File: src/hdl/tss_pkg.sv
// Shared types and constants of the timed subtask sequencer.
package tss_pkg;

	localparam logic [1:0] OP_TICK  = 2'd0;
	localparam logic [1:0] OP_START = 2'd1;
	localparam logic [1:0] OP_STOP  = 2'd2;

	localparam int CFG_IDX_W = 3;
	localparam logic [CFG_IDX_W-1:0] CFG_ROUND_LIMIT   = 3'd0;
	localparam logic [CFG_IDX_W-1:0] CFG_SUBTASK_COUNT = 3'd1;
	localparam logic [CFG_IDX_W-1:0] CFG_PERIOD_ZERO   = 3'd2;
	localparam logic [CFG_IDX_W-1:0] CFG_PERIOD_ONE    = 3'd3;
	localparam logic [CFG_IDX_W-1:0] CFG_PERIOD_TWO    = 3'd4;
	localparam logic [CFG_IDX_W-1:0] CFG_PERIOD_THREE  = 3'd5;

	localparam int TIME_W  = 32;
	localparam int ROUND_W = 16;
	localparam int SLOT_W  = 3;

	typedef struct packed {
		logic [1:0]        op;
		logic [TIME_W-1:0] now;
	} tss_cmd_t;

	typedef struct packed {
		logic               fired;
		logic [1:0]         fired_index;
		logic               running;
		logic [ROUND_W-1:0] rounds_done;
		logic               finished;
	} tss_rsp_t;

	typedef struct packed {
		logic [ROUND_W-1:0] round_limit;
		logic [SLOT_W-1:0]  subtask_count;
	} tss_ctrl_t;

endpackage

File: src/hdl/tss_cfg_regs.sv
// Configuration register file: round limit, subtask count and subtask periods.
module tss_cfg_regs import tss_pkg::*; #(
	parameter int MAX_SUBTASKS = 4
) (
	input  logic                  clk,
	input  logic                  arst_n,
	input  logic                  cfg_valid,
	input  logic [CFG_IDX_W-1:0]  cfg_index,
	input  logic [TIME_W-1:0]     cfg_data,
	output tss_ctrl_t             ctrl,
	output logic [TIME_W-1:0]     periods [MAX_SUBTASKS]
);

	tss_ctrl_t         ctrl_q;
	logic [TIME_W-1:0] period_q [MAX_SUBTASKS];

	always_ff @(posedge clk or negedge arst_n) begin
		if (!arst_n) begin
			ctrl_q <= '0;
			for (int i = 0; i < MAX_SUBTASKS; i++) begin
				period_q[i] <= '0;
			end
		end else if (cfg_valid) begin
			unique case (cfg_index)
				CFG_ROUND_LIMIT:   ctrl_q.round_limit <= cfg_data[ROUND_W-1:0];
				CFG_SUBTASK_COUNT: ctrl_q.subtask_count <= cfg_data[SLOT_W-1:0];
				CFG_PERIOD_ZERO:   period_q[0] <= cfg_data;
				CFG_PERIOD_ONE:    if (MAX_SUBTASKS > 1) period_q[1 % MAX_SUBTASKS] <= cfg_data;
				CFG_PERIOD_TWO:    if (MAX_SUBTASKS > 2) period_q[2 % MAX_SUBTASKS] <= cfg_data;
				CFG_PERIOD_THREE:  if (MAX_SUBTASKS > 3) period_q[3 % MAX_SUBTASKS] <= cfg_data;
				default: ;
			endcase
		end
	end

	assign ctrl    = ctrl_q;
	assign periods = period_q;

endmodule

File: src/hdl/tss_core.sv
// Sequencer state and the per-command update that forms one response word.
module tss_core import tss_pkg::*; #(
	parameter int MAX_SUBTASKS = 4
) (
	input  logic              clk,
	input  logic              arst_n,
	input  logic              advance,
	input  tss_cmd_t          cmd_s1,
	input  tss_ctrl_t         ctrl,
	input  logic [TIME_W-1:0] periods [MAX_SUBTASKS],
	output tss_rsp_t          rsp_next
);

	localparam int IDX_W = (MAX_SUBTASKS > 1) ? $clog2(MAX_SUBTASKS) : 1;
	localparam logic [SLOT_W-1:0] MAX_CNT = SLOT_W'(MAX_SUBTASKS);

	logic               active_q, armed_q;
	logic [SLOT_W-1:0]  slot_q;
	logic [ROUND_W-1:0] round_q;
	logic [TIME_W-1:0]  mark_q;

	logic               active_d, armed_d;
	logic [SLOT_W-1:0]  slot_d;
	logic [ROUND_W-1:0] round_d;
	logic [TIME_W-1:0]  mark_d;

	logic [SLOT_W-1:0]  count;
	logic [TIME_W-1:0]  period_sel, trigger;
	logic               wait_over, limit_hit, fired;
	logic [1:0]         fired_index;

	assign count      = (ctrl.subtask_count > MAX_CNT) ? MAX_CNT : ctrl.subtask_count;
	assign period_sel = periods[slot_q[IDX_W-1:0]];
	assign trigger    = mark_q + period_sel;
	assign wait_over  = ((trigger > mark_q) && (cmd_s1.now >= trigger)) ||
	                    ((cmd_s1.now < mark_q) && (cmd_s1.now >= trigger));

	always_comb begin
		active_d    = active_q;
		armed_d     = armed_q;
		slot_d      = slot_q;
		round_d     = round_q;
		mark_d      = mark_q;
		fired       = 1'b0;
		fired_index = 2'd0;
		priority if (cmd_s1.op == OP_START) begin
			active_d = 1'b1;
			armed_d  = 1'b1;
			round_d  = '0;
			slot_d   = '0;
			mark_d   = cmd_s1.now;
		end else if (cmd_s1.op == OP_STOP) begin
			active_d = 1'b0;
		end else if (cmd_s1.op == OP_TICK && active_q) begin
			if (slot_q < count) begin
				if (armed_q) begin
					fired       = 1'b1;
					fired_index = slot_q[1:0];
					mark_d      = cmd_s1.now;
					armed_d     = 1'b0;
				end else if (wait_over) begin
					armed_d = 1'b1;
					slot_d  = slot_q + SLOT_W'(1);
				end
			end else begin
				round_d = round_q + ROUND_W'(1);
				slot_d  = '0;
				mark_d  = cmd_s1.now;
				if (ctrl.round_limit != '0 && round_d >= ctrl.round_limit) begin
					active_d = 1'b0;
				end
			end
		end else begin
			// hold on a spare command or a tick while stopped
		end
	end

	assign limit_hit = (ctrl.round_limit != '0) && (round_d >= ctrl.round_limit);

	always_comb begin
		rsp_next.fired       = fired;
		rsp_next.fired_index = fired_index;
		rsp_next.running     = active_d;
		rsp_next.rounds_done = round_d;
		rsp_next.finished    = limit_hit;
	end

	always_ff @(posedge clk or negedge arst_n) begin
		if (!arst_n) begin
			active_q <= 1'b0;
			armed_q  <= 1'b0;
			slot_q   <= '0;
			round_q  <= '0;
			mark_q   <= '0;
		end else if (advance) begin
			active_q <= active_d;
			armed_q  <= armed_d;
			slot_q   <= slot_d;
			round_q  <= round_d;
			mark_q   <= mark_d;
		end
	end

endmodule

File: src/hdl/tss_out_buf.sv
// Two-word response buffer that decouples the response stall from the command side.
module tss_out_buf import tss_pkg::*; (
	input  logic     clk,
	input  logic     arst_n,
	input  logic     push,
	input  tss_rsp_t push_word,
	output logic     full,
	output logic     rsp_valid,
	input  logic     rsp_stall,
	output tss_rsp_t rsp
);

	tss_rsp_t   mem_q [2];
	logic       wr_ptr_q, rd_ptr_q;
	logic [1:0] cnt_q;
	logic       pop;

	assign full      = (cnt_q == 2'd2);
	assign rsp_valid = (cnt_q != 2'd0);
	assign rsp       = mem_q[rd_ptr_q];
	assign pop       = rsp_valid && !rsp_stall;

	always_ff @(posedge clk) begin
		if (push) begin
			mem_q[wr_ptr_q] <= push_word;
		end
	end

	always_ff @(posedge clk or negedge arst_n) begin
		if (!arst_n) begin
			wr_ptr_q <= 1'b0;
			rd_ptr_q <= 1'b0;
			cnt_q    <= 2'd0;
		end else begin
			if (push) wr_ptr_q <= !wr_ptr_q;
			if (pop)  rd_ptr_q <= !rd_ptr_q;
			cnt_q <= cnt_q + 2'(push) - 2'(pop);
		end
	end

endmodule

File: src/hdl/timed_subtask_sequencer_unit.sv
// Top level of the timed subtask sequencer: command register, state update, response buffer.
// One command word (tick, start or stop with the current time) is taken per clock while
// cmd_stall is low, and yields exactly one response word. A command is registered on
// acceptance, the sequencer state is updated as the word moves from that register into a
// two-word response buffer, which waits while the buffer is full, and the response is
// offered from that buffer, so throughput is one word per clock as long as the response
// side keeps up; cmd_stall rises only when the buffer is full. Configuration writes are
// always ready and should be issued while no command is in flight. Periods are compared
// against the current time with wrap-aware logic; a zero period never elapses.
module timed_subtask_sequencer_unit import tss_pkg::*; #(
	parameter int MAX_SUBTASKS = 4
) (
	input  logic                 clk,
	input  logic                 arst_n,
	input  logic                 cmd_valid,
	output logic                 cmd_stall,
	input  tss_cmd_t             cmd,
	output logic                 rsp_valid,
	input  logic                 rsp_stall,
	output tss_rsp_t             rsp,
	input  logic                 cfg_valid,
	output logic                 cfg_ready,
	input  logic [CFG_IDX_W-1:0] cfg_index,
	input  logic [TIME_W-1:0]    cfg_data
);

	tss_cmd_t          cmd_s1;
	logic              valid_s1;
	logic              accept, advance, full;
	tss_ctrl_t         ctrl;
	logic [TIME_W-1:0] periods [MAX_SUBTASKS];
	tss_rsp_t          rsp_next;

	assign cfg_ready = 1'b1;
	assign advance   = valid_s1 && !full;
	assign cmd_stall = valid_s1 && full;
	assign accept    = cmd_valid && !cmd_stall;

	always_ff @(posedge clk) begin
		if (accept) begin
			cmd_s1 <= cmd;
		end
	end

	always_ff @(posedge clk or negedge arst_n) begin
		if (!arst_n) begin
			valid_s1 <= 1'b0;
		end else if (accept) begin
			valid_s1 <= 1'b1;
		end else if (advance) begin
			valid_s1 <= 1'b0;
		end
	end

	tss_cfg_regs #(.MAX_SUBTASKS(MAX_SUBTASKS)) u_cfg (
		.clk       (clk),
		.arst_n    (arst_n),
		.cfg_valid (cfg_valid && cfg_ready),
		.cfg_index (cfg_index),
		.cfg_data  (cfg_data),
		.ctrl      (ctrl),
		.periods   (periods)
	);

	tss_core #(.MAX_SUBTASKS(MAX_SUBTASKS)) u_core (
		.clk      (clk),
		.arst_n   (arst_n),
		.advance  (advance),
		.cmd_s1   (cmd_s1),
		.ctrl     (ctrl),
		.periods  (periods),
		.rsp_next (rsp_next)
	);

	tss_out_buf u_obuf (
		.clk       (clk),
		.arst_n    (arst_n),
		.push      (advance),
		.push_word (rsp_next),
		.full      (full),
		.rsp_valid (rsp_valid),
		.rsp_stall (rsp_stall),
		.rsp       (rsp)
	);

endmodule

File: config.mk
export PLATFORM = sky130hd
export DESIGN_NAME = timed_subtask_sequencer_unit
export DESIGN_NICKNAME = d
export VERILOG_FILES = /design/src/hdl/tss_pkg.sv /design/src/hdl/tss_cfg_regs.sv /design/src/hdl/tss_core.sv /design/src/hdl/tss_out_buf.sv /design/src/hdl/timed_subtask_sequencer_unit.sv
export SDC_FILE = /design/constraint.sdc
export NUM_CORES = 1
export LEC_CHECK = 0
export ABC_AREA = 1
export BUFFER_PORTS_ARGS = -buffer_cell sky130_fd_sc_hd__buf_4
export CAP_MARGIN = 5
export CORE_MARGIN = 2
export CORE_UTILIZATION = 25
export DETAILED_ROUTE_END_ITERATION = 10
export GPL_ROUTABILITY_DRIVEN = 1
export PLACE_DENSITY = 0.46
export SYNTH_ARGS = -nofsm -noshare
export SYNTH_HDL_FRONTEND = slang
export SYNTH_SLANG_ARGS = --single-unit
export TNS_END_PERCENT = 30
File: constraint.sdc
create_clock -name clk -period 4.9 [get_ports clk]
set_clock_uncertainty 0.1 [all_clocks]
set_input_delay 0.98 -clock clk [delete_from_list [all_inputs] [get_ports clk]]
set_output_delay 0.98 -clock clk [all_outputs]
set_load 0.05 [all_outputs]
== Word-level counts from Yosys, hierarchy flattened ==
Memory sizes are Yosys's and may differ from the RTL's.
Index checks and enable logic that the tools add are counted.

* Word-level logic and storage cells: 119
* RAM bits: 42
* Output and inout port bits: 24
* Memories: 1
* Register bits after elaboration: 239

* Eq/ne operators: 12
* Magnitude comparators: 8
* Mux-type cells: 44
* Reductions and logical operators: 31
* Bitwise logic cells: 1
* $add $sub $neg: 5

{| class="wikitable"
|+ Memory list
! name !! words !! width !! read ports !! clocked after Yosys merged registers in !! wr ports !! RTL line !! text
|-
| u_obuf.mem_q || 2 || 21 || 1 || 0 || 1 || tss_out_buf.sv:13 || <nowiki>tss_rsp_t mem_q [2];</nowiki>
|}

{| class="wikitable"
|+ Operators with widths
! cell !! number
|-
| 2-to-1 mux 32 bit || 7
|-
| binary-select mux 32 bit (select 2 bit) || 1
|-
| 2-to-1 mux 16 bit || 4
|-
| adder 32 bit || 1
|-
| >= comparator 16 bit || 2
|-
| >= comparator 32 bit || 1
|-
| > comparator 32 bit || 1
|-
| < comparator 32 bit || 1
|-
| 2-to-1 mux 3 bit || 7
|-
| 2-to-1 mux 1 bit || 20
|-
| adder 16 x 1 -> 16 bit, second input constant || 1
|-
| nonzero test 16 bit || 1
|-
| AND reduction 2 bit || 6
|-
| 2-to-1 mux 2 bit || 5
|-
| logical AND 1 bit || 9
|-
| AND reduction 4 bit || 2
|-
| nonzero test 2 bit || 4
|-
| == test 3 x 2 -> 1 bit, second input constant || 2
|-
| == test 3 bit, second input constant || 2
|-
| inequality test 3 x 1 -> 1 bit, second input constant || 2
|-
| logical NOT 1 bit || 5
|-
| AND reduction 5 bit || 1
|-
| == test 2 bit, second input constant || 2
|-
| adder 3 x 1 -> 3 bit, second input constant || 1
|-
| other kinds (13) || 13
|}

== Depth between registers and ports, before layout ==
* Depth in word-level cells: 14
* Mapped depth: 35
* Depth with buffers taken out: 34

== Modules after synthesis ==
A second synthesis with hierarchy kept.

* Cell total of the unflattened synthesis: 2111
* Area total of the unflattened synthesis: 16966.3 µm²

{| class="wikitable"
|+ By module, submodules not included
! module !! seq. area each (µm²) !! area an instance (µm²) !! instances !! cells an instance
|-
| tss_core || 1326.3 || 8386.8 || 1 || 1282
|-
| tss_cfg_regs || 3678.5 || 5733.0 || 1 || 645
|-
| tss_out_buf || 1361.3 || 1761.7 || 1 || 140
|-
| timed_subtask_sequencer_unit || 1046.0 || 1084.8 || 1 || 44
|}

== Worst setup path after synthesis ==
Ideal clock, no wire load.

* Kind: register -> register
* From: register u_core.slot_q[0]
* To: register u_core.slot_q[0]
* Slack: 0.697 ns
* Buffers on the path: 2
* Clock period less this slack: 4.203 ns
* Stages on the path, launching flop included: 34
* Arrival time: 3.986 ns
* Required time: 4.683 ns
* Setup time: 0.117 ns
* Cells stage by stage: dfrtp_1 -> clkbuf_1 -> clkbuf_1 -> nor2_1 -> o22ai_1 -> ha_1 -> inv_1 -> fa_1 -> inv_1 -> nand3_1 -> nand2_1 -> a21oi_2 -> o21bai_1 -> nand2_1 -> nand2_1 -> nand3_1 -> nand2_1 -> nand2_1 -> nand3_1 -> nand2_1 -> ha_1 -> nand2_1 -> nor2_1 -> nand4_1 -> nor3b_1 -> nand2_1 -> nand2_1 -> nand2_1 -> nand2_1 -> nand2_1 -> nand2_1 -> nand2_1 -> nand2_1 -> nand2_1

* Word-level cells in the longest chain between the ends: 10
* Elaborated cells between the ends (all ways): 21

{| class="wikitable"
|+ Ends and longest elaborated chain
! what !! RTL line !! text
|-
| start: declaration || tss_core.sv:18 || <nowiki>logic [SLOT_W-1:0] slot_q;</nowiki>
|-
| start signal: assignment || tss_core.sv:98 || <nowiki>slot_q <= slot_d;</nowiki>
|-
| inverter 2 -> 3 bit (implied by the code) || tss_core.sv:33 || <nowiki>assign period_sel = periods[slot_q[IDX_W-1:0]];</nowiki>
|-
| binary-select mux 32 bit (select 2 bit) || tss_core.sv:33 ||
|-
| 2-to-1 mux 32 bit (implied by the code) (2 in series) || tss_core.sv:33 ||
|-
| adder 32 bit || tss_core.sv:34 || <nowiki>assign trigger = mark_q + period_sel;</nowiki>
|-
| > comparator 32 bit / >= comparator 32 bit (equally long branches) || tss_core.sv:35, tss_core.sv:36 ||
|-
| logical AND 1 bit, on equally long branches || tss_core.sv:35, tss_core.sv:36 ||
|-
| logical OR 1 bit || tss_core.sv:35 || <nowiki>assign wait_over = ((trigger > mark_q) && (cmd_s1.now >= trigger)) ||</nowiki>
|-
| inequality test 3 x 1 -> 1 bit (no source line) || n/a ||
|-
| AND reduction 5 bit (no source line) || n/a ||
|}

Parallel ways exist; a longest one is shown, timed or not. The select of a mux whose other input is x is not followed.
A chain may end at the register's enable or synchronous reset.

== Worst setup path in the final report ==
* From: register u_core.slot_q[0]
* To: register u_core.slot_q[2]

The elaborated chain is that of the path after synthesis.

==> impl_metrics.tcl <==
set metrics [dict create \
    slew_headroom_pct 21.0 \
    worst_setup_path_start_kind "flip-flop" \
    endpoint_kind "flip-flop" \
    clk_latency_ps 570 \
    postCtsHoldBufs 0 \
    cts_tree "done" \
    antenna_left 0 \
    gp_congestion 0.869 \
    fin_crit_sh_pct 92.8 \
    drive_above_1_share_pct 12.9 \
    cts_made_buffers 36 \
    syn_area_um2 16500 \
    final_cell_area_um2 20000 \
    syn_inst 1985 \
    path_delay_family "simple AND/OR/NAND/NOR gates" \
    synth-seq-area-share_pct 45.0 \
    post_synth.cell_area_avg_um2 8.29 \
    hold_viol 0 \
    crit_type "reg2reg" \
    die_area_um2 67900 \
    hold_slack_ps 378 \
    nNetsFinal 2357 \
    num_io_pins 98 \
    worst_pin_slew_ps 1180 \
    grt_pass1_vias 13500 \
    crit_buf_inv 3 \
    clockBufferDepth 3 \
    coreArea_um2 65500 \
    gr-total-overflow 0 \
    grt_max_degree 97 \
    via_per_inst 4.55 \
    critPathMostFrequentCell "nand2_1" \
    numPortBuffers 96 \
    cts-root-buf "clkbuf_16" \
    num_vias 13700 \
    antenna_found_initial 1 \
    postRouteWirelength_mm 48.2 \
    outcome "complete, no violations" \
    worst_hold_path_type "reg2reg" \
    hpwl_mm 35.8 \
    start_util_pct 25.1 \
    synth_edf_count 76 \
    rows 94 \
    synth_top_cell_by_area "dfrtp_1" \
    cts_max_level 2 \
    synthTopCellsByArea "dfrtp_1 (31%), edfxtp_1 (14%), ha_1 (12%)" \
    mostFrequentLayoutCells "nand2_1 (463), o21ai_0 (257), inv_1 (223), dfrtp_1 (204)" \
    yosysWarnings 0 \
    grt.total_usage_pct 14.3 \
    placed_area_um2 18500 \
    crit_path_max_fanout 23 \
    synth_top_area_share_pct 31.2 \
    ys.flop_type "dfrtp_1" \
    async_reset_ff_share_pct 73.0 \
    cp.required_ps 5230 \
    max_cap_violations 0 \
    slew_viol_final 0 \
    syn2layout_area_growth_pct 21.4 \
    max_stage_delay_ps 460 \
    synth_seq_cells 281 \
    finalSetupViolations 0 \
    drc_errors 0 \
    synth_nets 2223 \
    path_clk_slew_ps 50 \
    fin_crit_ps 4550 \
    fmax_ghz 0.220 \
    synth_cell_type_count 51 \
    dr.pass1.iters 4 \
    die_width_um 261 \
    cp.arrival_ps 4880 \
    slowest_stage "dfrtp_2" \
    setup_tns_ps 0 \
    wire_per_inst_um 16.0 \
    die_h_um 261 \
    mostFrequentLayoutCell "nand2_1" \
    cts.sinks 281 \
    drt_iter0_drc 786 \
    grt_pass1_wl_mm 75.7 \
]
-- kinds of logic after synthesis --
family	count (synthesis)	share of synthesized area, %
AO/OA/AOI/OAI	467	15.3
XOR/XNOR	44	2.34
adder cells (fa/ha/maj)	164	12.5
buffers and inverters	296	6.84
flip-flops	281	45.0
other	1	0.0228
AND/OR/NAND/NOR	732	17.9
-- synthesized netlist by cell type, types with 2 or more instances --
| library cell | n |
|---|---|
| a21boi_1 | 2 |
| inv_1 | 225 |
| nand4_1 | 13 |
| a32oi_1 | 2 |
| o21ai_0 | 263 |
| a211oi_1 | 4 |
| buf_1 | 3 |
| dfrtp_1 | 205 |
| o21bai_1 | 6 |
| o211ai_1 | 2 |
| a21oi_1 | 123 |
| edfxtp_1 | 76 |
| ha_1 | 163 |
| nor4_1 | 7 |
| clkbuf_1 | 51 |
| o21ai_1 | 6 |
| buf_2 | 9 |
| inv_2 | 7 |
| xnor2_1 | 6 |
| a31oi_1 | 6 |
| nor2_2 | 3 |
| nand2_1 | 469 |
| nor2_4 | 2 |
| o22ai_1 | 30 |
| o21a_1 | 4 |
| a21oi_2 | 3 |
| nor3_1 | 27 |
| nand3_1 | 42 |
| a21o_1 | 6 |
| xor2_1 | 38 |
| nor2_1 | 162 |
-- final timing paths --
| kind | startpoint | to | slack [ps] | cells past startpoint |
|---|---|---|---|---|
| setup reg to reg | u_core.slot_q[0] | u_core.slot_q[2] | 350 | 29 |
| max in group asynchronous | arst_n | u_core.mark_q[26] | 3370 | 2 |
| hold / removal | u_cfg.periods[64] | u_cfg.periods[64] | 380 | 2 |
| setup / recovery | u_core.slot_q[0] | u_core.slot_q[2] | 350 | 29 |
| hold reg to reg | u_cfg.periods[64] | u_cfg.periods[64] | 380 | 2 |
| min in group asynchronous | arst_n | u_cfg.periods[5] | 450 | 1 |
-- layout make-up --
type	count	area (um^2)
inverter	232	873
antenna	1	2.50
timing repair buffer	160	1320
fill	6935	45500
sequential	281	7410
tap	864	1080
multi-input combinational	1408	8140
clock inverter	13	150
clock buffer	51	1010
-- through the flow --
step	cells	util, %	worst slack, ps
after floorplan	1985	-	697
after global placement	2936	28.3	218
after detailed placement	2936	28.3	110
after CTS	3000	30.1	85.4
after global routing	3009	30.5	-87.7
final	3010	30.5	355
-- flip-flops by register name, summed over array words and instances (netlist names), 2 cells and up --
name / count
cmd_s1: 34
u_cfg.ctrl: 19
u_cfg.periods: 128
u_core.mark_q: 32
u_core.round_q: 16
u_core.slot_q: 3
u_obuf.cnt_q: 2
u_obuf.mem_q: 42
-- tightest hold or removal path, cell delays in order (launching register included) --
cell	delay [ps]
dfrtp_1	340
nand2_1	50
o21ai_0	60
-- layer usage --
metal | up-vias | share of wire (%) | wire length (um) | global-route usage [%]
li1 | 6886 | - | - | -
met1 | 6493 | 47 | 22600 | 19.3
met2 | 250 | 46 | 22000 | 23.0
met3 | 80 | 4.2 | 2040 | 2.35
met4 | 0 | 3.2 | 1550 | 5.17
met5 | - | 0 | 0 | 0
-- what timing repair did --
| action | 4_1_cts | 5_1_grt |
|---|---|---|
| gates resized for setup | 0 | 46 |
| buffers inserted | 0 | 8 |
| endpoints found under the setup margin | 0 | 4 |
Power is not shown: default switching activity piles up to over one toggle a cycle in this logic, so the estimate is an artifact.
